[src/hw/rtl/rls_pkg.sv]
// Shared constants, types and helper functions for the recurrence line statistics core.
package rls_pkg;

    localparam int MAX_SIZE    = 1024;
    localparam int POS_W       = $clog2(MAX_SIZE);
    localparam int SIZE_W      = POS_W + 1;
    localparam int NDIAG       = 2 * MAX_SIZE - 1;
    localparam int DIAG_AW     = $clog2(NDIAG);

    localparam int CFG_W       = 11;
    localparam int WIN_W       = 10;
    localparam int RUN_W       = 11;
    localparam int ACC_W       = 21;
    localparam int REG_IDX_W   = 2;

    localparam logic [RUN_W-1:0] RUN_MAX = {RUN_W{1'b1}};
    localparam logic [ACC_W-1:0] ACC_MAX = {ACC_W{1'b1}};

    localparam int QUEUE_DEPTH = 4;
    localparam int QPTR_W      = $clog2(QUEUE_DEPTH);

    localparam logic [REG_IDX_W-1:0] REG_MATRIX_SIZE = 2'd0;
    localparam logic [REG_IDX_W-1:0] REG_MIN_DIAG    = 2'd1;
    localparam logic [REG_IDX_W-1:0] REG_MIN_VERT    = 2'd2;
    localparam logic [REG_IDX_W-1:0] REG_THEILER     = 2'd3;

    typedef struct packed {
        logic               rec;
        logic               kept;
        logic [POS_W-1:0]   col_addr;
        logic [DIAG_AW-1:0] diag_addr;
        logic               diag_first;
        logic               diag_last;
        logic               col_first;
        logic               col_last;
        logic               mat_end;
    } cell_t;

    typedef struct packed {
        logic [CFG_W-1:0] min_diag;
        logic [CFG_W-1:0] min_vert;
    } len_cfg_t;

    typedef struct packed {
        logic [ACC_W-1:0] raw_points;
        logic [ACC_W-1:0] kept_points;
        logic [ACC_W-1:0] diag_line_count;
        logic [ACC_W-1:0] diag_line_points;
        logic [RUN_W-1:0] diag_line_max;
        logic [ACC_W-1:0] vert_line_count;
        logic [ACC_W-1:0] vert_line_points;
        logic [RUN_W-1:0] vert_line_max;
    } result_t;

    function automatic logic [SIZE_W-1:0] eff_size(input logic [CFG_W-1:0] v);
        if (int'(v) < 2) begin
            return SIZE_W'(2);
        end else if (int'(v) > MAX_SIZE) begin
            return SIZE_W'(MAX_SIZE);
        end
        return SIZE_W'(v);
    endfunction

    function automatic logic [RUN_W-1:0] run_inc(input logic [RUN_W-1:0] r);
        return (r == RUN_MAX) ? r : r + RUN_W'(1);
    endfunction

    function automatic logic [ACC_W-1:0] acc_add(input logic [ACC_W-1:0] a,
                                                 input logic [RUN_W-1:0] b);
        logic [ACC_W:0] s;
        s = {1'b0, a} + (ACC_W+1)'(b);
        return (s > {1'b0, ACC_MAX}) ? ACC_MAX : s[ACC_W-1:0];
    endfunction

    function automatic logic line_hit(input logic [RUN_W-1:0] run, input logic close,
                                      input logic [CFG_W-1:0] minlen);
        logic [CFG_W-1:0] m;
        m = (minlen == '0) ? CFG_W'(1) : minlen;
        return close && (run != '0) && (CFG_W'(run) >= m);
    endfunction

endpackage

[src/hw/rtl/rls_fifo.sv]
// Short queue of classified cells between the front end and the back end.
module rls_fifo (
    input  logic           aclk,
    input  logic           aresetn,
    input  logic           push_valid,
    output logic           push_ready,
    input  rls_pkg::cell_t push_data,
    output logic           pop_valid,
    input  logic           pop_ready,
    output rls_pkg::cell_t pop_data
);
    import rls_pkg::*;

    cell_t             mem_reg [QUEUE_DEPTH];
    logic [QPTR_W-1:0] wr_ptr_reg;
    logic [QPTR_W-1:0] rd_ptr_reg;
    logic [QPTR_W:0]   count_reg;
    logic              push;
    logic              pop;

    assign push_ready = count_reg != (QPTR_W+1)'(QUEUE_DEPTH);
    assign pop_valid  = count_reg != '0;
    assign pop_data   = mem_reg[rd_ptr_reg];
    assign push       = push_valid && push_ready;
    assign pop        = pop_valid && pop_ready;

    always_ff @(posedge aclk) begin
        if (!aresetn) begin
            wr_ptr_reg <= '0;
            rd_ptr_reg <= '0;
            count_reg  <= '0;
        end else begin
            if (push) begin
                wr_ptr_reg <= wr_ptr_reg + QPTR_W'(1);
            end
            if (pop) begin
                rd_ptr_reg <= rd_ptr_reg + QPTR_W'(1);
            end
            if (push && !pop) begin
                count_reg <= count_reg + (QPTR_W+1)'(1);
            end else if (pop && !push) begin
                count_reg <= count_reg - (QPTR_W+1)'(1);
            end
        end
    end

    always_ff @(posedge aclk) begin
        if (push) begin
            mem_reg[wr_ptr_reg] <= push_data;
        end
    end

endmodule

[config.mk]
export PLATFORM = sky130hd
export DESIGN_NAME = rls_fifo
export DESIGN_NICKNAME = d
export VERILOG_FILES = /design/src/hw/rtl/rls_pkg.sv /design/src/hw/rtl/rls_fifo.sv
export SDC_FILE = /design/constraint.sdc
export NUM_CORES = 1
export LEC_CHECK = 0
export BUFFER_PORTS_ARGS = -buffer_cell sky130_fd_sc_hd__buf_2
export CAP_MARGIN = 25
export CORE_ASPECT_RATIO = 0.9
export CORE_UTILIZATION = 63
export CTS_BUF_LIST = sky130_fd_sc_hd__clkbuf_4
export DETAILED_ROUTE_END_ITERATION = 7
export GPL_TIMING_DRIVEN = 0
export PLACE_DENSITY = 0.86
export SYNTH_ARGS = -nofsm -noshare
export SYNTH_HDL_FRONTEND = slang
export SYNTH_SLANG_ARGS = --single-unit
[constraint.sdc]
create_clock -name aclk -period 3.3 [get_ports aclk]
set_input_delay 0.825 -clock aclk [delete_from_list [all_inputs] [get_ports aclk]]
set_output_delay 0.825 -clock aclk [all_outputs]
set_load 0.05 [all_outputs]
Word level (Yosys, flattened, before mapping)
Memory sizes are Yosys's and may differ from the RTL's. A register that Yosys moved wholly into a read port is not among the register bits.
Cells that the tools add are included.
{"block": "classes", "add_sub_neg": 4, "eq_ne": 1, "mux": 6, "reduce_logical": 8}
{"cell": "$mux 3", "count": 2}
{"cell": "$add 2x1->2 const B", "count": 2}
{"cell": "$logic_and 1x1->1", "count": 4}
{"cell": "$mux 2", "count": 2}
{"cell": "$add 3x1->3 const B", "count": 1}
{"cell": "$ne 3x3->1 const B", "count": 1}
{"cell": "$reduce_bool 3->1", "count": 1}
{"cell": "$sub 3x1->3 const B", "count": 1}
{"cell": "$logic_not 1->1", "count": 2}
{"cell": "$mux 1", "count": 2}
{"cell": "$reduce_bool 2->1", "count": 1}
{"block": "word_totals", "regBits": 7, "mem_bits_rw": 112, "output_inout_bits": 30, "n_memories": 1}
{"memory": "mem_reg", "words": 4, "width": 28, "read_ports": 1, "rd_clocked_by_memory_dff": 1, "wr": 1, "line": "rls_fifo.sv:14", "source": "cell_t mem_reg [QUEUE_DEPTH];"}

Logic depth before layout (Yosys ltp)
Gate-level depths: netlist (run 1).
{"block": "logic_depth", "depth_word": 6, "ltp_mapped": 8, "depth_no_buf": 8}

Worst setup path before layout (run 1)
OpenSTA, ideal clock, no wires.
{"block": "synth_timing", "kind": "input port to flip-flop", "from": "in push_valid", "to": "reg count_reg[2]", "setup_time_ps": 76, "arrival_ps": 2304, "path_slack_ps": 921, "path_stages": 7, "path_cell_list": "a21boi_2 ha_1 inv_1 fa_1 xor2_1 or3_1 a21boi_0"}
{"block": "synth_via", "elab_chain_cells": 4, "word_cells_on_any_way": 6, "cone_classes": "1 x mux; 5 x reduce/logical"}
{"item": "start: declaration", "line": "rls_fifo.sv:5", "source": "input logic push_valid,"}
{"item": "$logic_and 1x1->1 *", "line": "rls_fifo.sv:24", "source": "assign push = push_valid && push_ready;"}
{"item": "$logic_not 1->1", "line": "rls_fifo.sv:41", "source": "end else if (pop && !push) begin"}
{"item": "$logic_and 1x1->1", "line": "rls_fifo.sv:41"}
{"item": "$reduce_bool 2->1 (no source line)"}
{"item": "end signal: assignment", "line": "rls_fifo.sv:40", "source": "count_reg <= count_reg + (QPTR_W+1)'(1);"}
{"item": "end signal: assignment", "line": "rls_fifo.sv:42", "source": "count_reg <= count_reg - (QPTR_W+1)'(1);"}
{"item": "end: declaration", "line": "rls_fifo.sv:17", "source": "logic [QPTR_W:0] count_reg;"}
Mark *: on every way between the ends. The rest lies on a longest branch, timed or not.
A chain may end at the register's enable or synchronous reset.

==> results of run 1 <==
[worst max-delay path: stages (launching register included)]
cell     delay [ps]
dfxtp_1         330
buf_2           250
buf_2           330
mux4_2          370
buf_2           240
[final cells by class]
type / count / share of cell area [%]
inverter: 3 / 0.209
sequential: 121 / 65.7
clock buffer: 18 / 2.51
clock inverter: 14 / 2.90
timing repair buffer: 64 / 7.38
buffer: 7 / 1.30
multi-input combinational: 63 / 17.8
tap: 93 / 2.16
[cell families (layout without fill, tap and decap cells)]
kind of cell               count (synthesis)  after routing  synth area share, %
AOI/OAI and AO/OA                          5              5                 1.34
xor gates and xnor gates                   4              4                0.764
adders and majority gates                  6              6                 1.80
buffers and inverters                     10            106                 1.77
DFF                                      121            121                 77.3
muxes                                     31             31                 15.1
and+or+nand+nor                           17             17                 1.99
[Yosys cell counts (2+ instances only)]
library cell | n | share of area [%]
xnor2_1 | 3 | 0.57
nand2_1 | 5 | 0.41
mux4_1 | 8 | 4.6
buf_2 | 3 | 0.33
buf_12 | 2 | 0.87
edfxtp_1 | 112 | 73
mux2i_1 | 3 | 0.65
inv_1 | 3 | 0.25
dfxtp_1 | 9 | 3.9
and2_1 | 8 | 1.1
mux4_2 | 20 | 9.8
ha_1 | 5 | 1.4
or3_1 | 2 | 0.27
[worst paths after layout]
kind,start,end
max,flop,pop_data[20]
min reg2reg,wr_ptr_reg[1]$_SDFFE_PN0P_,wr_ptr_reg[1]$_SDFFE_PN0P_
min,wr_ptr_reg[1]$_SDFFE_PN0P_,wr_ptr_reg[1]$_SDFFE_PN0P_
max reg2reg,count_reg[0]$_SDFFE_PN0P_,count_reg[2]$_SDFFE_PN0P_
[stage by stage]
step / cell area (µm²) / power, mW / util, %
final: 5390 / 4.57 / 76.6
after global routing: 5390 / 4.74 / 76.6
after CTS: 5390 / 4.61 / 76.6
after detailed placement: 5100 / 3.57 / 72.4
after global placement: 5000 / 3.49 / 71.1
after floorplan: 4590 / 3.20 / -
[power by group]
part           leakage [nW]  switching, mW  total, mW  internal (mW)
Sequential             1.10         0.0765       1.94           1.86
Combinational         0.625           1.05       1.59          0.540
Clock                 0.149          0.514       1.04          0.523
[routing by layer]
metal	track usage, %	vias up
li1	-	986
met1	28.3	1083
met2	38.2	64
met3	7.97	17
met4	8.52	0
met5	0	-
==> flow_summary.toml, run 1 <==
[final_layout]
fill_cells = 389
final_cell_mix = "edfxtp_1, buf_2, mux4_2"
drive_gt1_share_pct = 42.4
diodes = 0
largest_reg_flops = 112
fin_nets = 315
multiInputGateArea_um2 = 961
final_common_cell = "edfxtp_1"
regArea_um2 = 3540
fin_cells = 383
area_growth_pct = 17.6

[yosys]
synthDistinctLibCells = 24
syn_inst = 194
ys_ff_latch = 121
synth_fp_nets = 232
synth_ff_type = "edfxtp_1"
avgSynthCellArea_um2 = 23.6
async_flop_share_pct = 0
ys.warnings.count = 0
ys_seq_area_share_pct = 77.3
netlist_area_um2 = 4590
synth_edf_count = 112

[clock_network]
cts_tree = "yes"
worstSkewPairLatency_ps = 500
cts.sink_count = 121
cts_resized = 0
cts_setup_buffers = 0
cts_buffers = 17
cts.path.max_buffers = 2
clockRootBuffer = "clkbuf_4"
path_clk_slew_ps = 100
cts.hold.buffers_added = 0
htree_levels = 4

[power]
peakVddDrop_v = 0.000468
power.leakage_nw = 1.87
p_per_area_nw_per_um2 = 847

[setup_path]
required_ps = 2470
rrSetupSlack_ps = 860
cp-start-kind = "flop"
endpoint_kind = "output pin"
r2r_cells = 8
arrival_ps = 2010
crit_fanout = 10
crit_type = "flop to output pin"

[route]
drc = 0
via_count = 2150
wl_met3_um = 353
top_layer = "met4"
viasPerCell = 5.61
routedWlPerCell_um = 20.5
dr.pass1.iters = 4
wl_met1_um = 3140
wl_um = 7840
met2_wirelength_um = 4200
drtIter0Drc = 124
detail-route-antenna-nets = 0

[global_route]
grt_pass1_wl_um = 12200
antenna_found_initial = 0
grt_pass1_vias = 2378
grt_use_total_pct = 23.0
gr-total-overflow = 0
grt_max_degree = 20

[die]
placementRows = 29
die_height_um = 82.9
initial_utilization_pct = 65.1
die_area_um2 = 7620
die_w_um = 91.9
coreArea_um2 = 7040
io_pins = 62

[placement]
portBuffers = 60
place_ws_ps = 639
dp_cells = 351
gp_congestion = 0.680
place_hpwl_um = 5130

[timing]
fmax_mhz = 353
setup_ws_ps = 464
worst_pin_slew_ps = 894
slew_headroom_pct = 40.4
clock_skew_ps = 16.4
hold_violations = 0
rsz0062_at_grt = "no"
tns_ps = 0
setup_viol = 0
whs_ps = 514
finalMaxSlewViolations = 0
fin_crit_ps = 2840
period_share_pct = 86.0

[run]
cap_violations = 0

[min_path]
holdCritPathClass = "flop to flop"
hold_path_depth = 2

[run_status]
status = "completed"
(Power assumes the default switching activity.)
==> run 2, diff against run 1 <==
- BUFFER_PORTS_ARGS: -buffer_cell sky130_fd_sc_hd__buf_2 -> -buffer_cell sky130_fd_sc_hd__clkbuf_2
- PLACE_DENSITY: 0.86 -> 0.95
==> run 2 against run 1 <==
Cell area is 0.67% higher. Total power is 1.7% higher. Sequential cell count unchanged. Sequential power is essentially flat. Hold slack improved by 5.3 ps. First-iteration DRC count decreased by 17%. Final cell count unchanged. Combinational power barely moved. Clock power is 8% higher. Routed wire length fell by 5.6%. Clock skew fell by 4.1 ps. Critical endpoint is now pop_data[4]. Largest power group unchanged. Highest routed layer unchanged.
==> flow_summary.toml, run 2 (synthesis results as in run 1) <==
[timing]
fmax_mhz = 351
setup_viol = 0
finalMaxSlewViolations = 0
slew_headroom_pct = 49.2
tns_ps = 0
worst_pin_slew_ps = 762
clock_skew_ps = 12.2
setup_ws_ps = 451
hold_violations = 0
period_share_pct = 86.3
rsz0062_at_grt = "no"
fin_crit_ps = 2850

[final_layout]
fill_cells = 397
final_cell_area_um2 = 5430
regArea_um2 = 3540
drive_gt1_share_pct = 43.1
largest_reg_flops = 112
fin_nets = 315
final_common_cell = "edfxtp_1"
multiInputGateArea_um2 = 961
diodes = 0
fin_cells = 383
area_growth_pct = 18.4
final_cell_mix = "edfxtp_1, clkbuf_2, mux4_2"

[setup_path]
crit_type = "flop to output pin"
r2r_cells = 8
crit_fanout = 10
endpoint_kind = "output pin"
rr_startpoint = "count_reg[0]$_SDFFE_PN0P_"
reg2reg_to = "count_reg[2]$_SDFFE_PN0P_"
critPathTopFamily = "buffers and inverters"
required_ps = 2470
path_buf_inv = 3
slowest_delay_ps = 380
crit_path_top_delay_cell = "mux4_2"
cp_common_cell = "buf_2"
rrSetupSlack_ps = 860
cp-start-kind = "flop"
arrival_ps = 2020
path_cells = "buf_2, buf_2, mux4_2, clkbuf_2"

[placement]
dp_cells = 351
place_hpwl_um = 4740
place_area_um2 = 5110
gp_congestion = 0.671
portBuffers = 60
place_ws_ps = 630

[global_route]
grt_pass1_vias = 2248
antenna_found_initial = 0
gr-total-overflow = 0
grt_pass1_wl_um = 11600
grt_max_degree = 19
grt_use_total_pct = 22.0

[clock_network]
cts_setup_buffers = 0
htree_levels = 4
cts.path.max_buffers = 2
clockRootBuffer = "clkbuf_4"
cts.sink_count = 121
cts_buffers = 17
cts_resized = 0
worstSkewPairLatency_ps = 500
cts_tree = "yes"
cts.hold.buffers_added = 0
path_clk_slew_ps = 110

[route]
dr.pass1.iters = 4
via_count = 2177
drtIter0Drc = 103
wl_um = 7400
drc = 0
detail-route-antenna-nets = 0
viasPerCell = 5.68
routedWlPerCell_um = 19.3

[run_status]
status = "completed"

[die]
die_w_um = 91.9
io_pins = 62
die_area_um2 = 7620
die_height_um = 82.9
initial_utilization_pct = 65.1
coreArea_um2 = 7040
placementRows = 29

[min_path]
holdCritPathClass = "flop to flop"
holdCritStartpoint = "wr_ptr_reg[1]$_SDFFE_PN0P_"
holdPathEnd = "wr_ptr_reg[1]$_SDFFE_PN0P_"
hold_path_depth = 2

[run]
cap_violations = 0

[power]
clkPwrFrac_pct = 24.2
power_switching_mw = 1.70
power.leakage_nw = 1.91
pwr-share-seq_pct = 41.8
swShare_pct = 36.5
p_per_area_nw_per_um2 = 856
internal_power_mw = 2.95
power_frac_comb_pct = 34.1
peakVddDrop_v = 0.000696
## run 2: cell types whose count changed in the layout (fill, tap and decap cells not counted), moves of 2 or more
| cell | delta |
|---|---|
| buf_2 | -60 |
| clkbuf_2 | +60 |
| clkinv_2 | -2 |
| inv_6 | +5 |
| clkinvlp_4 | -2 |
| clkinv_1 | -2 |
## run 2: worst max-delay path by stage
stage,slack (ps),endpoint,depth (start not counted)
final,450,pop_data[4],4
after global routing,320,pop_data[7],4
after CTS,380,pop_data[7],4
after detailed placement,630,count_reg[2]$_SDFFE_PN0P_,8
after global placement,540,mem_reg[0][22]$_DFFE_PP_,3
after floorplan,920,count_reg[2]$_SDFFE_PN0P_,7
## run 2: worst reg2reg max path, cell delays in order, from the launching register on
cell and delay [ps]:
dfxtp_1 540, nor2_1 120, a21boi_2 340, ha_1 260, inv_1 60, fa_1 370, xor2_1 180, or3_1 300
a21boi_0 200
## run 2: stage by stage
step | hold slack [ps] | power, mW | utilization, %
final | 520 | 4.65 | 77.1
after global placement | 483 | 3.48 | 71.1
after global routing | 493 | 4.82 | 77.1
after floorplan | 468 | 3.20 | -
after CTS | 477 | 4.68 | 77.1
after detailed placement | 504 | 3.57 | 72.6
## run 2: layout make-up
class / instances / share of cell area [%]
timing repair buffer: 64 / 7.56
inverter: 3 / 0.207
multi-input combinational: 63 / 17.7
buffer: 7 / 1.29
clock buffer: 17 / 2.35
tap: 93 / 2.14
sequential: 121 / 65.3
clock inverter: 15 / 3.46
## run 2: power by group through the flow
stage          sequential, mW  combinational (mW)  clock, mW
5_1_grt                  1.96                1.66       1.21
4_1_cts                  1.94                1.60       1.14
2_1_floorplan            1.95                1.25          0
3_3_place_gp             1.96                1.52          0
3_5_place_dp             1.98                1.59          0
6_report                 1.94                1.58       1.12
## run 2: routing by layer
metal,GRT usage (%),routed length [µm],part of all wire [%]
met1,25.2,2930,40
met2,38.0,3930,53
met3,6.96,414,5.6
met4,9.66,127,1.7
met5,0,0,0
