`src/hw/rtl/rls_pkg.sv`:
```
// Shared constants, types and helper functions for the recurrence line statistics core.
package rls_pkg;

    localparam int MAX_SIZE    = 1024;
    localparam int POS_W       = $clog2(MAX_SIZE);
    localparam int SIZE_W      = POS_W + 1;
    localparam int NDIAG       = 2 * MAX_SIZE - 1;
    localparam int DIAG_AW     = $clog2(NDIAG);

    localparam int CFG_W       = 11;
    localparam int WIN_W       = 10;
    localparam int RUN_W       = 11;
    localparam int ACC_W       = 21;
    localparam int REG_IDX_W   = 2;

    localparam logic [RUN_W-1:0] RUN_MAX = {RUN_W{1'b1}};
    localparam logic [ACC_W-1:0] ACC_MAX = {ACC_W{1'b1}};

    localparam int QUEUE_DEPTH = 4;
    localparam int QPTR_W      = $clog2(QUEUE_DEPTH);

    localparam logic [REG_IDX_W-1:0] REG_MATRIX_SIZE = 2'd0;
    localparam logic [REG_IDX_W-1:0] REG_MIN_DIAG    = 2'd1;
    localparam logic [REG_IDX_W-1:0] REG_MIN_VERT    = 2'd2;
    localparam logic [REG_IDX_W-1:0] REG_THEILER     = 2'd3;

    typedef struct packed {
        logic               rec;
        logic               kept;
        logic [POS_W-1:0]   col_addr;
        logic [DIAG_AW-1:0] diag_addr;
        logic               diag_first;
        logic               diag_last;
        logic               col_first;
        logic               col_last;
        logic               mat_end;
    } cell_t;

    typedef struct packed {
        logic [CFG_W-1:0] min_diag;
        logic [CFG_W-1:0] min_vert;
    } len_cfg_t;

    typedef struct packed {
        logic [ACC_W-1:0] raw_points;
        logic [ACC_W-1:0] kept_points;
        logic [ACC_W-1:0] diag_line_count;
        logic [ACC_W-1:0] diag_line_points;
        logic [RUN_W-1:0] diag_line_max;
        logic [ACC_W-1:0] vert_line_count;
        logic [ACC_W-1:0] vert_line_points;
        logic [RUN_W-1:0] vert_line_max;
    } result_t;

    function automatic logic [SIZE_W-1:0] eff_size(input logic [CFG_W-1:0] v);
        if (int'(v) < 2) begin
            return SIZE_W'(2);
        end else if (int'(v) > MAX_SIZE) begin
            return SIZE_W'(MAX_SIZE);
        end
        return SIZE_W'(v);
    endfunction

    function automatic logic [RUN_W-1:0] run_inc(input logic [RUN_W-1:0] r);
        return (r == RUN_MAX) ? r : r + RUN_W'(1);
    endfunction

    function automatic logic [ACC_W-1:0] acc_add(input logic [ACC_W-1:0] a,
                                                 input logic [RUN_W-1:0] b);
        logic [ACC_W:0] s;
        s = {1'b0, a} + (ACC_W+1)'(b);
        return (s > {1'b0, ACC_MAX}) ? ACC_MAX : s[ACC_W-1:0];
    endfunction

    function automatic logic line_hit(input logic [RUN_W-1:0] run, input logic close,
                                      input logic [CFG_W-1:0] minlen);
        logic [CFG_W-1:0] m;
        m = (minlen == '0) ? CFG_W'(1) : minlen;
        return close && (run != '0) && (CFG_W'(run) >= m);
    endfunction

endpackage

```
`src/hw/rtl/rls_front.sv`:
```
// Front end: cell position counters, window blanking and run addressing.
module rls_front (
    input  logic                        aclk,
    input  logic                        aresetn,
    input  logic                        clear,
    input  logic [rls_pkg::SIZE_W-1:0]  size,
    input  logic [rls_pkg::WIN_W-1:0]   window,
    input  logic                        s_valid,
    output logic                        s_ready,
    input  logic                        s_recurrent,
    output logic                        push_valid,
    input  logic                        push_ready,
    output rls_pkg::cell_t              push_data,
    output logic                        at_origin
);
    import rls_pkg::*;

    logic [POS_W-1:0] row_reg, row_next;
    logic [POS_W-1:0] col_reg, col_next;
    logic             last_row;
    logic             last_col;
    logic [POS_W-1:0] gap;
    logic [WIN_W-1:0] win;
    logic             kept;

    always_comb begin
        last_row = ({1'b0, row_reg} + SIZE_W'(1)) >= size;
        last_col = ({1'b0, col_reg} + SIZE_W'(1)) >= size;
        gap      = (col_reg >= row_reg) ? col_reg - row_reg : row_reg - col_reg;
        win      = (window == '0) ? WIN_W'(1) : window;
        kept     = s_recurrent && (int'(gap) >= int'(win));

        push_data.rec        = s_recurrent;
        push_data.kept       = kept;
        push_data.col_addr   = col_reg;
        push_data.diag_addr  = DIAG_AW'(col_reg) + DIAG_AW'(MAX_SIZE - 1) - DIAG_AW'(row_reg);
        push_data.diag_first = (row_reg == '0) || (col_reg == '0);
        push_data.diag_last  = last_row || last_col;
        push_data.col_first  = (row_reg == '0);
        push_data.col_last   = last_row;
        push_data.mat_end    = last_row && last_col;

        col_next = last_col ? '0 : col_reg + POS_W'(1);
        row_next = row_reg;
        if (last_col) begin
            row_next = last_row ? '0 : row_reg + POS_W'(1);
        end
    end

    assign push_valid = s_valid;
    assign s_ready    = push_ready;
    assign at_origin  = (row_reg == '0) && (col_reg == '0);

    always_ff @(posedge aclk) begin
        if (!aresetn || clear) begin
            row_reg <= '0;
            col_reg <= '0;
        end else if (s_valid && push_ready) begin
            row_reg <= row_next;
            col_reg <= col_next;
        end
    end

endmodule

```
`config.mk`:
```
export PLATFORM = sky130hd
export DESIGN_NAME = rls_front
export DESIGN_NICKNAME = d
export VERILOG_FILES = /design/src/hw/rtl/rls_pkg.sv /design/src/hw/rtl/rls_front.sv
export SDC_FILE = /design/constraint.sdc
export NUM_CORES = 1
export LEC_CHECK = 0
export BUFFER_PORTS_ARGS = -buffer_cell sky130_fd_sc_hd__buf_2
export CORE_MARGIN = 2
export CORE_UTILIZATION = 52
export DETAILED_ROUTE_END_ITERATION = 10
export MAX_ROUTING_LAYER = met4
export PLACE_DENSITY = 0.78
export SYNTH_ARGS = -nofsm -noshare
export SYNTH_HDL_FRONTEND = slang
export SYNTH_SLANG_ARGS = --single-unit
```
`constraint.sdc`:
```
create_clock -name aclk -period 4.1 [get_ports aclk]
set_clock_uncertainty 0.1 [all_clocks]
set_input_delay 0.82 -clock aclk [delete_from_list [all_inputs] [get_ports aclk]]
set_output_delay 0.82 -clock aclk [all_outputs]
set_load 0.05 [all_outputs]
```
# Word level (Yosys, flattened, before mapping)
# Index checks and enable logic that the tools add are counted.
# classes
add_sub_neg,8
n_lt_le_gt_ge,4
reduce_logical,12
muxes,4
# op_table
op,count
$mux W10,4
$logic_not A10 Y1,3
$add A10 B1 Y11 const B,2
$ge A11 B11 Y1,2
$add A10 B1 Y10 const B,2
$ge A10 B10 Y1,2
$sub A10 B10 Y10,2
$add A10 B10 Y11 const B,1
$sub A11 B10 Y11,1
$logic_and A1 B1 Y1,4
$logic_or A1 B1 Y1,3
$reduce_and A2 Y1,1
$logic_not A1 Y1,1
# word_totals
input_bits,27
output_inout_bits,31
wordCells,30
reg_bits,20

# Depth between registers and ports, before layout
# Gate-level depths: netlist of the first run.
# depth
ltp_word,4
ltp_mapped,17

# Worst setup path after synthesis of the first run
# OpenSTA, ideal clock, no wires.
# synth_path
path_kind,reg2out
startpoint,register col_reg[0]
endpoint,output push_data[26] (netlist name)
slack_ns,-0.433
required_time_ns,3.180
t_arrival_ns,3.613
stages_incl_launch_ff,15
path_buffers,1
cell_sequence,dfxtp_1 inv_1 ha_1 nand4_1 o211ai_1 a211oi_2 nor2_1 a32o_1 xnor2_1 ha_1 a21o_1 a211oi_1 o21ai_0 o221a_2 buf_4
# synth_between
elab_chain_cells,4
word_cells_on_any_way,6
cone_classes,2 x add/sub; 2 x order compare; 1 x mux; 1 x reduce/logical
# synth_rtl
element,line,text
"start, declared",rls_front.sv:19,"logic [POS_W-1:0] col_reg, col_next;"
"start signal, assigned",rls_front.sv:60,col_reg <= col_next;
$sub A10 B10 Y10 or $ge A10 B10 Y1 (tied branches),rls_front.sv:29,gap = (col_reg >= row_reg) ? col_reg - row_reg : row_reg - col_reg;
$mux W10 *,rls_front.sv:29,
$ge A10 B10 Y1 *,rls_front.sv:31,kept = s_recurrent && (int'(gap) >= int'(win));
$logic_and A1 B1 Y1 *,rls_front.sv:31,
"end, declared",rls_front.sv:13,"output rls_pkg::cell_t push_data,"
# Every way passes the cells marked *; elsewhere a longest branch is shown, timed or not.

==> flow_summary_export.csv, run 1 <==
group,metric,value,unit
logic_synthesis,synth_area,3090,sq um
global_route,grt_usage,0.295,
logic_synthesis,synth.distinct_cells,53,
setup_path,path_cells,"inv_4, ha_4, inv_2, fa_2, a21oi_2, o211ai_1, a211oi_2, nor2_1, a32o_2, xnor2_2, ha_1, a21o_1, a211oi_2, o21ai_1, o221a_2, buf_6",
logic_synthesis,ys_top_cells_by_area,"ha_1 22%, dfxtp_1 13%, xnor2_1 6.5%",
logic_synthesis,yosys_warnings,0,
power_and_ir_drop,p_leak,0.00189,uW
timing,fmax,0.228,GHz
logic_synthesis,ys_seq_area_frac,0.130,
run_status,status,"finished with violations",
global_route,antenna_found_initial,0,
setup_path,cp_slowest_cell,"dfxtp_4",
timing,finalSetupViolCount,1,
floorplan,die_x,81.1,microns
final_layout,antennaDiodeCount,0,
setup_path,cp.required,3.18,ns
clocking,clockRootBuffer,"clkbuf_8",
place,hpwl,7.04,mm
clocking,holdBufCountCts,0,
setup_path,startpoint_type,"register",
logic_synthesis,synth-seq-cells,20,
run_status,violations,"negative setup slack",
final_layout,multiInputGateArea,2450,sq um
logic_synthesis,synth_edf_count,0,
min_path,hold_class,"reg -> reg",
routing,wl,8.90,mm
floorplan,initial_core_util,0.532,
logic_synthesis,synthFlopType,"dfxtp_1",
clocking,cts_tree,"done",
timing,setup_ws,-0.288,ns
routing,via_count,3280,
routing,route.top_layer_used,"met4",
power_and_ir_drop,combPwrFrac,0.225,
logic_synthesis,yosys.area.top_type,"ha_1",
clocking,clk_pin_slew,0.09,ns
power_and_ir_drop,ir_drop,0.0931,mV
timing,min_period,4.39,ns
final_layout,regArea,428,sq um
power_and_ir_drop,power,453,uW
final_layout,stdcell_area,3890,sq um
clocking,clk-insertion-delay-late,0.27,ns
final_layout,fin_util,0.668,
final_layout,n_fill_cell,515,
power_and_ir_drop,p_seq_frac,0.423,
power_and_ir_drop,p_sw,139,uW
power_and_ir_drop,p_int,314,uW
place,place_area,3680,sq um
timing,relSlewSlack,0.395,
global_route,grt_max_degree,18,
routing,ant_nets,0,
floorplan,core,5820,sq um
setup_path,crit_arrival,3.47,ns
place,post-place-cells,552,
setup_path,critPathMaxStageDelay,0.36,ns
place,gp_congestion,0.917,
setup_path,crit_top_cell,"a211oi_2",
logic_synthesis,synthDominantCellAreaShare,0.223,
logic_synthesis,async_reset_ff_frac,0,
logic_synthesis,syn_nets,486,
logic_synthesis,yosysMostFrequentCell,"ha_1",
logic_synthesis,syn-instance-count,402,
routing,avgViaCountPerCell,5.85,
setup_path,path_buf_inv,3,
run,cap_viol_max_count,0,
place,portBuffers,57,
clocking,clockBufferDepth,2,
setup_path,crit_fanout,4,
timing,slew_viol_final,0,
routing,routedWlPerCell,15.9,microns
clocking,clock_sinks,20,
power_and_ir_drop,switching_share,0.306,
global_route,grt_pass1_wl,14.9,mm
routing,drt-met1-wl,3.70,mm
power_and_ir_drop,power.share.clock,0.352,
timing,post-route-period-util,1.07,
floorplan,dieArea,6580,sq um
global_route,grt_pass1_vias,3162,
floorplan,die_y,81.1,microns
final_layout,layout.nets,571,
timing,hold_viol,0,
power_and_ir_drop,power.density,116,nW/um^2
setup_path,path_class,"reg -> out",
setup_path,end_kind,"primary output",
logic_synthesis,synth_common_cells,"55 x ha_1, 49 x inv_1, 30 x nand2_1, 23 x xnor2_1",
clocking,cts_buffers,3,
timing,tightest_slew,0.907,ns
routing,drc_errors,0,
setup_path,path_delay_family,"compound AO/OA/AOI/OAI gates",
global_route,grt_overflow,0,
final_layout,area_growth,25.7,%
floorplan,row_count,28,
final_layout,drive_gt1_frac,0.305,
routing,met2RoutedLength,4.39,mm
routing,drt-initial-drc-count,184,
floorplan,pin_count,58,
routing,dr.pass1.iters,5,
routing,wl_met3,591,microns
clocking,ctsHtreeMaxLevel,1,
logic_synthesis,synth_area_per_cell,7.69,sq um
timing,grt_setup_unrepaired,"true",
place,dp_slack,-0.105,ns
final_layout,finalNonFillerCells,561,
layout by cell type (no fill, tap or decap), types with 3 or more instances in the layout:
cell type	instances
buf_2	54
ha_1	52
inv_1	47
buf_4	45
nand2_1	30
xnor2_1	22
nand3_1	18
a21oi_1	18
o21ai_0	16
nor3_1	15
nand4_1	14
nor2_1	14
a21o_1	12
a31oi_1	10
dfxtp_1	10
xor2_1	9
a32o_1	7
nand3b_1	6
dfxtp_4	6
nand2b_1	4
nor4_1	4
clkbuf_8	4
dfxtp_2	4
buf_6	4
a21oi_2	3
a211oi_2	3
o21bai_1	3
final timing paths:
check / start / to / slack [ns] / depth (start not counted)
worst max-delay path: col_reg[0] / push_data[26] / -0.29 / 16
worst min-delay path: row_reg[7] / row_reg[7] / 0.47 / 2
worst max register to register: col_reg[2] / row_reg[3] / 0.65 / 14
worst min register to register: row_reg[7] / row_reg[7] / 0.47 / 2
area by class of cell:
class | count | share of cell area
clock buffers | 4 | 0.0142
inverters | 50 | 0.0489
multi-input cells | 308 | 0.629
flip-flops and latches | 20 | 0.110
well taps | 75 | 0.0241
repair buffers | 104 | 0.173
what timing repair did:
action,4_1_cts,5_1_grt
buffers inserted,4,1
pin swaps,8,3
setup endpoints to repair,3,5
gates resized for setup,13,15
stage by stage:
| step | hold WS, ns | TNS (ns) |
|---|---|---|
| after global routing | 0.490 | -0.578 |
| final | 0.467 | -0.288 |
| after CTS | 0.456 | -0.237 |
| after global placement | 0.442 | 0 |
| after detailed placement | 0.446 | -0.105 |
| after floorplan | 0.377 | -0.00817 |
kinds of logic (layout without fill, tap and decap cells):
group | after synthesis | in the layout | synth area share
AO/OA/AOI/OAI | 99 | 99 | 0.226
adder cells (fa/ha/maj) | 57 | 57 | 0.236
multiplexers | 2 | 2 | 0.00648
buffers and inverters | 74 | 158 | 0.113
XOR/XNOR | 32 | 32 | 0.0907
AND/OR/NAND/NOR | 118 | 118 | 0.199
flip-flops | 20 | 20 | 0.130
per-layer routing:
layer / track usage / vias to the layer above
li1: - / 1596
met2: 0.522 / 141
met4: 0.0898 / 0
met5: - / -
met1: 0.358 / 1518
met3: 0.0211 / 25
power groups by stage:
stage / logic, uW / registers [uW] / clock network (uW)
finish: 102 / 191 / 159
global route: 112 / 191 / 164
CTS: 101 / 191 / 157
detailed placement: 99.0 / 197 / 0
global placement: 95.7 / 196 / 0
floorplan: 66.6 / 198 / 0
tightest hold or removal path, cell delays in order, from the launching register on:
cell and delay (ns):
dfxtp_1 0.38, nand2_1 0.08, a31oi_1 0.06
(Power assumes the default switching activity.)
==> run 2: changes to the inputs <==
--- a/config.mk
+++ b/config.mk
@@ -8,9 +8,11 @@
 export BUFFER_PORTS_ARGS = -buffer_cell sky130_fd_sc_hd__buf_2
 export CORE_MARGIN = 2
 export CORE_UTILIZATION = 52
+export CTS_BUF_LIST = sky130_fd_sc_hd__clkbuf_8 sky130_fd_sc_hd__clkbuf_16
 export DETAILED_ROUTE_END_ITERATION = 10
 export MAX_ROUTING_LAYER = met4
 export PLACE_DENSITY = 0.78
+export REMOVE_ABC_BUFFERS = 1
 export SYNTH_ARGS = -nofsm -noshare
 export SYNTH_HDL_FRONTEND = slang
 export SYNTH_SLANG_ARGS = --single-unit
==> run 2 against run 1 <==
The run still ends with negative setup slack left. Core utilization down 0.17 points. Clock power is 4% lower. Sequential cell count unchanged. Worst hold slack worse by 0.011 ns. Critical path depth is 2 higher. Register-to-register slack improved by 0.08 ns. Largest cell class unchanged. Largest power group unchanged. Highest routed layer unchanged.
==> flow_summary_export.csv, run 2 (synthesis gave the netlist of run 1 again) <==
group,metric,value,unit
run_status,status,"finished with violations",
run_status,violations,"negative setup slack",
setup_path,end_kind,"primary output",
global_route,antenna_found_initial,0,
final_layout,final_common_cell,"buf_2",
run,cap_viol_max_count,0,
setup_path,r2r_cells,14,
setup_path,cp.required,3.18,ns
timing,holdWs,0.455,ns
final_layout,antennaDiodeCount,0,
floorplan,row_count,28,
timing,post-route-period-util,1.06,
setup_path,r2r-start,"col_reg[1]",
final_layout,fin_util,0.667,
routing,ant_nets,0,
power_and_ir_drop,power.density,115,nW/um^2
timing,min_period,4.36,ns
routing,wl,8.27,mm
final_layout,layout.nets,577,
clocking,clk_pin_slew,0.08,ns
setup_path,r2r_slack,0.73,ns
min_path,min_to,"row_reg[6]",
routing,drc_errors,0,
place,hpwl,6.86,mm
power_and_ir_drop,ir_drop,0.117,mV
global_route,grt_overflow,0,
power_and_ir_drop,p_leak,0.00189,uW
timing,relSlewSlack,0.451,
final_layout,area_growth,25.4,%
place,gp_congestion,0.930,
min_path,min-delay-start,"row_reg[6]",
timing,finalSetupViolCount,1,
routing,via_count,3230,
final_layout,stdcell_area,3880,sq um
clocking,cts_buffers,3,
global_route,grt_max_degree,18,
timing,grt_setup_unrepaired,"true",
final_layout,layout_common_cells,"55 x buf_2, 52 x ha_1, 51 x buf_4",
timing,setup_ws,-0.261,ns
clocking,clk-insertion-delay-late,0.26,ns
clocking,clock_sinks,20,
setup_path,crit_fanout,4,
routing,drt-initial-drc-count,135,
setup_path,rr_endpoint,"row_reg[2]",
clocking,clockBufferDepth,2,
setup_path,startpoint_type,"register",
timing,tightest_slew,0.824,ns
clocking,cts_tree,"done",
floorplan,pin_count,58,
min_path,hold_path_depth,2,
final_layout,n_fill_cell,512,
place,place_area,3650,sq um
final_layout,drive_gt1_frac,0.293,
place,portBuffers,57,
floorplan,dieArea,6580,sq um
setup_path,path_class,"reg -> out",
global_route,grt_usage,0.261,
floorplan,die_x,81.1,microns
floorplan,initial_core_util,0.532,
timing,hold_viol,0,
routing,avgViaCountPerCell,5.70,
timing,slew_viol_final,0,
timing,fmax,0.229,GHz
clocking,clockRootBuffer,"clkbuf_8",
floorplan,die_y,81.1,microns
clocking,ctsHtreeMaxLevel,1,
setup_path,crit_arrival,3.44,ns
power_and_ir_drop,power,448,uW
timing,tns,-0.261,ns
min_path,hold_class,"reg -> reg",
global_route,grt_pass1_wl,13.3,mm
routing,dr.pass1.iters,5,
floorplan,core,5820,sq um
global_route,grt_pass1_vias,3067,
routing,routedWlPerCell,14.6,microns
## run 2: changes by cell type in the layout (fill, tap and decap cells not counted), sizes merged
| cell | change |
|---|---|
| buf | +6 |
## run 2: final cells by class
class	instances	area, sq um	area share
Multi-Input combinational cell	308	2430	0.627
Clock buffer	4	55.1	0.0142
Inverter	50	188	0.0484
Tap cell	75	93.8	0.0242
Sequential cell	20	404	0.104
Timing Repair Buffer	110	707	0.182
## run 2: critical path, cell delays in order, from the launching register on
cell and delay [ns]:
dfxtp_2 0.33, inv_2 0.07, ha_4 0.13, inv_2 0.03
fa_2 0.36, a21oi_2 0.17, o211ai_1 0.14, a211oi_2 0.20
buf_4 0.17, buf_6 0.10, buf_6 0.11, nand2b_4 0.05
o22ai_2 0.16, xnor2_1 0.14, ha_1 0.28, a211oi_2 0.23
o21ai_1 0.09, o221a_2 0.26, buf_8 0.15
## run 2: how the worst max path moves through the flow
stage	from	cells after the start	to	slack (ns)
floorplan	col_reg[0]	13	push_data[26]	-0.75
global placement	col_reg[0]	17	push_data[26]	-0.009
detailed placement	col_reg[0]	17	push_data[26]	-0.14
CTS	col_reg[0]	16	push_data[26]	-0.24
global route	col_reg[0]	18	push_data[26]	-0.43
finish	col_reg[0]	18	push_data[26]	-0.26
## run 2: timing repair
item,CTS,global route
cloned,0,1
hold buffers,0,0
hold endpoints to repair,0,0
pin swaps,2,14
setup endpoints to repair,3,4
buffers inserted,4,3
gates resized for setup,9,25
## run 2: per-layer routing
metal	routed length, microns	GRT usage	share of wire	vias to the layer above
met5	0	-	0	-
met4	167	0.0864	0.020	0
met2	4200	0.489	0.51	120
met1	3490	0.293	0.42	1477
met3	407	0.0178	0.049	18
li1	-	-	-	1615
## run 2: report_power, final
part / switching (uW) / total [uW] / leakage [uW] / internal, uW
sequential: 0.319 / 195 / 0.000163 / 195
clock: 67.3 / 153 / 0.0000288 / 85.5
combinational: 63.2 / 99.8 / 0.00170 / 36.6
total: 131 / 448 / 0.00189 / 317
## run 2: per-stage QoR
step                worst slack, ns  std cells
global route                 -0.432        567
finish                       -0.261        567
floorplan                    -0.746        378
detailed placement           -0.139        555
CTS                          -0.241        563
global placement           -0.00943        555
==> run 3: changes to the inputs <==
--- a/config.mk
+++ b/config.mk
@@ -5,13 +5,14 @@
 export SDC_FILE = /design/constraint.sdc
 export NUM_CORES = 1
 export LEC_CHECK = 0
+export ABC_AREA = 1
 export BUFFER_PORTS_ARGS = -buffer_cell sky130_fd_sc_hd__buf_2
 export CORE_MARGIN = 2
-export CORE_UTILIZATION = 52
+export CORE_UTILIZATION = 53
 export CTS_BUF_LIST = sky130_fd_sc_hd__clkbuf_8 sky130_fd_sc_hd__clkbuf_16
 export DETAILED_ROUTE_END_ITERATION = 10
 export MAX_ROUTING_LAYER = met4
-export PLACE_DENSITY = 0.78
+export PLACE_DENSITY = 0.79
 export REMOVE_ABC_BUFFERS = 1
 export SYNTH_ARGS = -nofsm -noshare
 export SYNTH_HDL_FRONTEND = slang
==> run 3 against run 2 <==
The run now ends clean. Clock-buffer cell count unchanged. Power increased by 5.7%. Via count increased by 23%.
==> flow_summary_export.csv, run 3 <==
group,metric,value,unit
place,hpwl,8.32,mm
routing,routedWlPerCell,13.9,microns
run,cap_viol_max_count,0,
routing,via_count,3989,
logic_synthesis,yosys.area.top_type,"ha_1",
setup_path,r2r_cells,17,
place,portBuffers,57,
timing,hold_viol,0,
timing,min_period,3.97,ns
final_layout,antennaDiodeCount,0,
routing,dr.pass1.iters,5,
place,gp_congestion,1.03,
final_layout,fin_util,0.670,
global_route,grt_max_degree,17,
final_layout,layout.nets,742,
global_route,grt_pass1_wl,16.3,mm
final_layout,area_growth,22.1,%
logic_synthesis,synth_common_cells,"173 x nand2_1, 107 x inv_1, 63 x nor2_1, 55 x ha_1, 34 x a21oi_1",
timing,tightest_slew,0.793,ns
logic_synthesis,ys_top_cells_by_area,"ha_1 20%, nand2_1 19%, inv_1 12%",
logic_synthesis,synth.distinct_cells,37,
logic_synthesis,synth_area,3480,sq um
logic_synthesis,synth_xor_area_frac,0.0603,
setup_path,path_class,"reg -> out",
floorplan,row_count,29,
setup_path,critPathCapture,"push_data[3]",
floorplan,dieArea,7240,sq um
global_route,grt_overflow,0,
timing,relSlewSlack,0.467,
logic_synthesis,synthAdderAreaFrac,0.209,
routing,wl,10.2,mm
clocking,ctsHtreeMaxLevel,1,
logic_synthesis,synth-seq-cells,20,
setup_path,crit_fanout,7,
setup_path,r2r_slack,1.12,ns
final_layout,multiInputGateArea,2830,sq um
place,dp_slack,0.0950,ns
logic_synthesis,ys_seq_area_frac,0.115,
setup_path,r2r-start,"col_reg[1]",
clocking,clockBufferDepth,2,
setup_path,end_kind,"primary output",
global_route,grt_usage,0.284,
final_layout,n_fill_cell,575,
final_layout,final_common_cell,"nand2_1",
clocking,clockRootBuffer,"clkbuf_8",
routing,drc_errors,0,
clocking,cts_tree,"done",
final_layout,layout_common_cells,"165 x nand2_1, 105 x inv_1, 58 x nor2_1",
setup_path,rr_endpoint,"row_reg[8]",
setup_path,cp.required,3.18,ns
setup_path,startpoint_type,"register",
logic_synthesis,async_reset_ff_frac,0,
routing,met2RoutedLength,5.00,mm
routing,drt-initial-drc-count,307,
power_and_ir_drop,power.density,111,nW/um^2
floorplan,initial_core_util,0.549,
run_status,status,"finished clean",
logic_synthesis,synth_area_per_cell,5.94,sq um
routing,ant_nets,0,
clocking,cts_buffers,3,
logic_synthesis,synthSimpleGateAreaFrac,0.377,
min_path,hold_class,"reg -> reg",
setup_path,crit_start,"col_reg[1]",
floorplan,die_x,85.1,microns
logic_synthesis,synth_compound_area_frac,0.101,
timing,setup_ws,0.125,ns
clocking,clock_sinks,20,
logic_synthesis,synthDominantCellAreaShare,0.197,
final_layout,drive_gt1_frac,0.216,
logic_synthesis,yosysMostFrequentCell,"nand2_1",
logic_synthesis,muxShareOfSynthArea,0,
clocking,clk_pin_slew,0.08,ns
global_route,antenna_found_initial,0,
place,post-place-cells,726,
logic_synthesis,yosys_warnings,0,
routing,route.top_layer_used,"met4",
timing,post-route-period-util,0.969,
logic_synthesis,syn-instance-count,587,
routing,avgViaCountPerCell,5.43,
power_and_ir_drop,ir_drop,0.0973,mV
final_layout,finalNonFillerCells,734,
setup_path,crit_arrival,3.05,ns
clocking,clk-insertion-delay-late,0.26,ns
timing,fmax,0.252,GHz
floorplan,die_y,85.1,microns
timing,slew_viol_final,0,
routing,drt-met1-wl,4.33,mm
logic_synthesis,synth_top_family_by_area,"simple AND/OR/NAND/NOR gates",
logic_synthesis,synthFlopType,"dfxtp_1",
logic_synthesis,synth_edf_count,0,
floorplan,core,6350,sq um
global_route,grt_pass1_vias,3693,
timing,finalSetupViolCount,0,
routing,wl_met3,631,microns
floorplan,pin_count,58,
power_and_ir_drop,p_leak,0.00254,uW
final_layout,regArea,415,sq um
-- run 3: cell types whose count changed in the layout (fill, tap and decap cells not counted), sizes merged, moves of 9 or more --
cell	before	now
nand2	30	178
inv	50	108
nor2	16	68
buf	110	78
xnor2	23	1
a21oi	22	36
xor2	9	23
nor3	15	2
a21o	12	1
a31oi	10	0
nand4	14	23
-- run 3: metrics by stage --
stage | hold WS, ns | total power [uW] | instance area, sq um | setup TNS (ns)
floorplan | 0.465 | 271 | 3410 | -0.0810
global placement | 0.414 | 312 | 3920 | 0
detailed placement | 0.437 | 315 | 3920 | 0
CTS | 0.411 | 470 | 4010 | 0
global route | 0.452 | 496 | 4250 | -0.0273
finish | 0.417 | 473 | 4250 | 0
-- run 3: how the worst min path moves through the flow --
stage / slack [ns] / from / cells past startpoint / endpoint
final: 0.42 / col_reg[5] / 2 / col_reg[5]
after global routing: 0.45 / col_reg[5] / 2 / col_reg[5]
after CTS: 0.41 / col_reg[5] / 2 / col_reg[5]
after detailed placement: 0.44 / col_reg[5] / 2 / col_reg[5]
after global placement: 0.41 / col_reg[5] / 2 / col_reg[5]
after floorplan: 0.46 / row_reg[9] / 4 / row_reg[9]
-- run 3: layout make-up --
cell class / instances / area share
Multi-Input combinational cell: 447 / 0.665
Clock buffer: 4 / 0.0129
Tap cell: 77 / 0.0226
Inverter: 108 / 0.0953
Timing Repair Buffer: 78 / 0.106
Sequential cell: 20 / 0.0976
-- run 3: routing by layer --
metal	GRT usage	up-vias
met5	-	-
met4	0.0548	0
met3	0.0409	26
met2	0.514	157
met1	0.334	1815
li1	-	1991
-- run 3: power breakdown --
part | total, uW | switching (uW) | internal, uW
combinational | 122 | 81.4 | 40.2
clock | 158 | 72.0 | 85.6
sequential | 194 | 0.674 | 193
total | 473 | 154 | 319
-- run 3: cell families (layout without fill, tap and decap cells) --
group / Yosys count / after routing
DFF: 20 / 20
xor gates and xnor gates: 24 / 24
and+or+nand+nor: 305 / 305
adders and majority gates: 57 / 57
buffers and inverters: 120 / 190
AOI/OAI and AO/OA: 61 / 61
-- run 3: worst max-delay path, cell delays in order, from the launching register on --
cell,delay [ns]
dfxtp_2,0.42
buf_4,0.16
ha_1,0.17
nand3_1,0.15
inv_1,0.13
nand3_1,0.10
nor3_1,0.33
ha_1,0.34
nand2_2,0.13
nor2_1,0.07
nand3_1,0.09
nand2_1,0.09
nor2_4,0.12
nand2_4,0.10
inv_1,0.09
nand3_1,0.08
buf_2,0.23
-- run 3: what timing repair did --
action | in CTS | in global routing
buffers inserted | 0 | 4
hold buffers | 0 | 0
pin swaps | 0 | 13
gates resized for setup | 11 | 56
setup endpoints to repair | 1 | 4
